**src/hdl/lphm_pkg.sv**
```systemverilog
// Shared types and constants for the linear-probe hash map core.
// No dependencies; imported by the controller, datapath and top level.
package lphm_pkg;

	localparam int SLOTS_DEF = 1024;
	localparam logic [31:0] HASH_MULT = 32'd2654435761;

	localparam logic [2:0] ST_FOUND     = 3'd0;
	localparam logic [2:0] ST_NOT_FOUND = 3'd1;
	localparam logic [2:0] ST_INSERTED  = 3'd2;
	localparam logic [2:0] ST_DUPLICATE = 3'd3;
	localparam logic [2:0] ST_REFUSED   = 3'd4;

	localparam logic ACT_LOOKUP = 1'b0;
	localparam logic ACT_INSERT = 1'b1;

	// controller -> datapath
	typedef struct packed {
		logic clear_wr;   // clearing pass: zero one key slot
		logic load;       // capture request transaction
		logic start;      // probe address <= home slot
		logic step;       // probe address <= next slot
		logic finish;     // load result register, commit insert
	} lphm_cmd_t;

	// datapath -> controller
	typedef struct packed {
		logic clr_last;   // last slot of clearing pass
		logic resolved;   // probe outcome known for current slot
		logic out_free;   // result register can take a new result
	} lphm_stat_t;

endpackage

```
**src/hdl/lphm_ctrl.sv**
```systemverilog
// Sequencing controller for the hash map: clearing pass, accept, probe loop.
// Depends on lphm_pkg for the command and status structs.
module lphm_ctrl (
	input  logic                clk,
	input  logic                arst_n,
	input  logic                s_tvalid,
	output logic                s_tready,
	input  lphm_pkg::lphm_stat_t stat,
	output lphm_pkg::lphm_cmd_t  cmd
);
	import lphm_pkg::*;

	localparam logic [2:0] S_CLEAR = 3'd0;
	localparam logic [2:0] S_IDLE  = 3'd1;
	localparam logic [2:0] S_HASH  = 3'd2;
	localparam logic [2:0] S_READ  = 3'd3;
	localparam logic [2:0] S_CMP   = 3'd4;

	logic [2:0] state_q, state_d;

	assign s_tready = (state_q == S_IDLE);

	always_comb begin
		state_d      = state_q;
		cmd          = '0;
		unique case (state_q)
			S_CLEAR: begin
				cmd.clear_wr = 1'b1;
				if (stat.clr_last) state_d = S_IDLE;
			end
			S_IDLE: begin
				if (s_tvalid) begin
					cmd.load = 1'b1;
					state_d  = S_HASH;
				end
			end
			S_HASH: begin
				cmd.start = 1'b1;
				state_d   = S_READ;
			end
			S_READ: begin
				state_d = S_CMP;
			end
			S_CMP: begin
				if (!stat.resolved) begin
					cmd.step = 1'b1;
					state_d  = S_READ;
				end else if (stat.out_free) begin
					cmd.finish = 1'b1;
					state_d    = S_IDLE;
				end
			end
			default: state_d = S_IDLE;
		endcase
	end

	always_ff @(posedge clk or negedge arst_n) begin
		if (!arst_n) state_q <= S_CLEAR;
		else state_q <= state_d;
	end

endmodule

```
**config.mk**
```make
export PLATFORM = sky130hd
export DESIGN_NAME = lphm_ctrl
export DESIGN_NICKNAME = d
export VERILOG_FILES = /design/src/hdl/lphm_pkg.sv /design/src/hdl/lphm_ctrl.sv
export SDC_FILE = /design/constraint.sdc
export NUM_CORES = 1
export LEC_CHECK = 0
export ABC_AREA = 1
export CAP_MARGIN = 5
export CORE_AREA = 2 2 39 41
export CTS_CLUSTER_DIAMETER = 150
export DETAILED_ROUTE_END_ITERATION = 8
export DIE_AREA = 0 0 41 43
export DONT_BUFFER_PORTS = 1
export SETUP_SLACK_MARGIN = 0.02
export SYNTH_ARGS = -nofsm -noshare
export SYNTH_HDL_FRONTEND = slang
export SYNTH_SLANG_ARGS = --single-unit
export TNS_END_PERCENT = 5
```
**constraint.sdc**
```tcl
create_clock -name clk -period 1.1 [get_ports clk]
set_input_delay 0.11 -clock clk [delete_from_list [all_inputs] [get_ports clk]]
set_output_delay 0.11 -clock clk [all_outputs]
set_load 0.05 [all_outputs]
```
==> results.py <==
metrics = {
    "synth": {
        "yosys.area.top_type": "dfrtp_1",
        "synthTopCellsByArea": "dfrtp_1, nand3_1, inv_1",
        "netlist_area_sq_um": 215,
        "synth_warnings": 0,
        "synth_top_area_share_pct": 34.9,
        "synth_nets": 38,
        "yosysSeqAreaShare_pct": 34.9,
        "synth.distinct_cells": 12,
        "yosys-top-cells-count": "inv_1, nand3_1, nor2_1",
        "dominantRegCellSynth": "dfrtp_1",
        "synthCells": 32,
        "yosys_register_bits": 3,
        "synth.most_common_cell": "inv_1",
        "synth_edf_count": 0,
        "avgSynthCellArea_sq_um": 6.73,
        "synth_async_sr_flop_share_pct": 100,
    },
    "timing": {
        "finalHoldViolations": 0,
        "finalCritPeriodShare_pct": 117,
        "setup-violations-final": 8,
        "timing.setup.tns_ns": -1.19,
        "rsz0062_at_grt": "yes",
        "fin_crit_ns": 1.29,
        "maxSlewViolCount": 0,
        "max_freq_mhz": 774,
        "worst_slack_ns": -0.192,
        "clock_skew_ns": 0.00440,
        "slew-limit-headroom_pct": 87.3,
        "tightest_slew_ns": 0.190,
    },
    "critical_path": {
        "cp_cell_sequence": "inv_1, nand3_4, nor2_4, buf_12",
        "critPathMaxFanout": 4,
        "cp-start-kind": "flop",
        "cpLargestDelayFamily": "flip-flops",
        "critPathArrivalTime_ns": 1.18,
        "max_stage_delay_ns": 0.43,
        "path_class": "reg2out",
        "cp_num_buf_inv": 2,
        "end_kind": "primary output",
        "critPathSlowestCell": "dfrtp_2",
        "required_ns": 0.99,
    },
    "clock_network": {
        "cts.path.max_buffers": 2,
        "cts-htree-levels": 1,
        "cts_buffers": 3,
        "cts_tree": "done",
        "clkTransAtPathRegs_ns": 0.03,
        "cts_num_sinks": 3,
        "root_buffer": "clkbuf_4",
        "clock_latency_ns": 0.23,
    },
    "status": {
        "status": "complete, but fails checks",
        "failed_checks": "setup timing",
    },
    "grt": {
        "grt_pass1_vias": 262,
        "grt_pass1_wl_mm": 1.04,
        "grt_max_degree": 6,
        "overflow": 0,
        "antenna_found_initial": 0,
        "grt_usage_pct": 9.04,
    },
    "layout": {
        "antenna_cells": 0,
        "largest-register": "state_q",
        "nNetsFinal": 57,
        "largest_reg_flops": 3,
        "fillers": 142,
        "area_growth_pct": 128,
        "final-seq-area_sq_um": 77.6,
        "reg_top3": "state_q: 3 flops",
        "multi_input_area_sq_um": 173,
        "drive_gt1_share_pct": 60.0,
    },
    "floorplan": {
        "ios": 12,
        "row_count": 14,
        "fp.dieArea_sq_mm": 0.00176,
        "core_area_sq_mm": 0.00138,
        "die_y_um": 43,
        "start_util_pct": 15.6,
        "die_w_um": 41,
    },
    "power_and_ir_drop": {
        "p_total_mw": 1.76,
        "leakage_nw": 0.236,
        "power_density_mw_per_mm2": 3570,
        "irDropWorstVdd_mv": 0.941,
    },
    "detailed_routing": {
        "via_per_inst": 4.15,
        "wl_per_cell_um": 10.1,
        "drcViolationCount": 0,
        "vias": 274,
        "firstDrtPassIters": 3,
        "drt_iter0_drc": 1,
        "drtAntennaViolNets": 0,
        "routed_wl_um": 664,
    },
    "worst_hold_path": {
        "hp-class": "in2reg",
    },
    "run": {
        "maxCapViolCount": 0,
    },
    "place": {
        "gp_congestion": 0.731,
        "portBuffers": 0,
        "dpl.hpwl_um": 479,
    },
}
==> area by class of cell <==
| cell class | instances | share of cell area (%) |
|---|---|---|
| clock buffers | 4 | 5.34 |
| flip-flops and latches | 3 | 15.8 |
| multi-input cells | 22 | 35.1 |
| inverters | 7 | 5.34 |
| well taps | 16 | 4.07 |
| repair buffers | 14 | 34.4 |
==> tightest hold or removal path, cell delays in order <==
cell and delay, ns:
nor2_4 0.02, nor2_1 0.09, nor2_1 0.07
==> layer usage <==
metal | wire, um | track usage (%) | vias to the layer above
met5 | 0 | 0 | -
met4 | 17 | 4.00 | 0
met3 | 21 | 4.71 | 2
met2 | 412 | 15.0 | 6
met1 | 212 | 8.68 | 133
li1 | - | - | 133
==> metrics by stage <==
| step | instance area [sq um] | std cells | setup WS (ns) | hold WS (ns) | utilization, % |
|---|---|---|---|---|---|
| final | 492 | 66 | -0.192 | 0.0973 | 35.5 |
| after global routing | 492 | 66 | -0.250 | 0.102 | 35.5 |
| after CTS | 432 | 63 | -0.185 | 0.0950 | 31.2 |
| after detailed placement | 365 | 56 | -0.00710 | -0.186 | 26.4 |
| after global placement | 365 | 56 | 0.0418 | -0.185 | 26.4 |
| after floorplan | 235 | 32 | -0.119 | -0.186 | - |
==> power by group <==
part	total, mW	switching [mW]	internal (mW)
logic	1.29	0.709	0.582
clock network	0.195	0.0588	0.136
registers	0.272	0.101	0.171
total	1.76	0.869	0.889
==> logic make-up after synthesis <==
family / synth area share [%]
and+or+nand+nor: 50.6
buffers and inverters: 12.2
DFF: 34.9
AOI/OAI and AO/OA: 2.32
==> cells in the final DEF (no fill, tap or decap) <==
cell           count
dfrtp_2            2
nor2_1             3
inv_1              5
dfrtp_1            1
nand2_1            3
nand4_1            1
buf_6              3
nand2_2            1
nand2_4            2
buf_12             4
o21ai_0            1
inv_2              2
nand3_4            1
nor2_4             5
clkbuf_1           1
dlygate4sd3_1      1
nand3_1            4
clkbuf_4           3
nor3_4             1
buf_4              6
==> worst paths after layout <==
path                       startpoint          to  slack (ns)  cells past startpoint
hold reg to reg            state_q[0]  state_q[2]        0.70                      2
setup reg to reg           state_q[2]  state_q[0]       -0.10                      7
max in group asynchronous      arst_n  state_q[1]        0.81                      1
setup / recovery           state_q[1]      cmd[3]       -0.19                      4
min in group asynchronous      arst_n  state_q[2]        0.13                      1
hold / removal                stat[1]  state_q[1]         0.1                      3
==> repair_timing <==
| action | 4_1_cts | 5_1_grt |
|---|---|---|
| endpoints found under the setup margin | 7 | 8 |
| endpoints found under the hold margin | 3 | 0 |
| hold buffers | 1 | 0 |
| setup buffers | 2 | 3 |
| pin swaps | 2 | 4 |
| resized for setup | 6 | 7 |
Note: power is estimated with default switching activity, not from simulation.
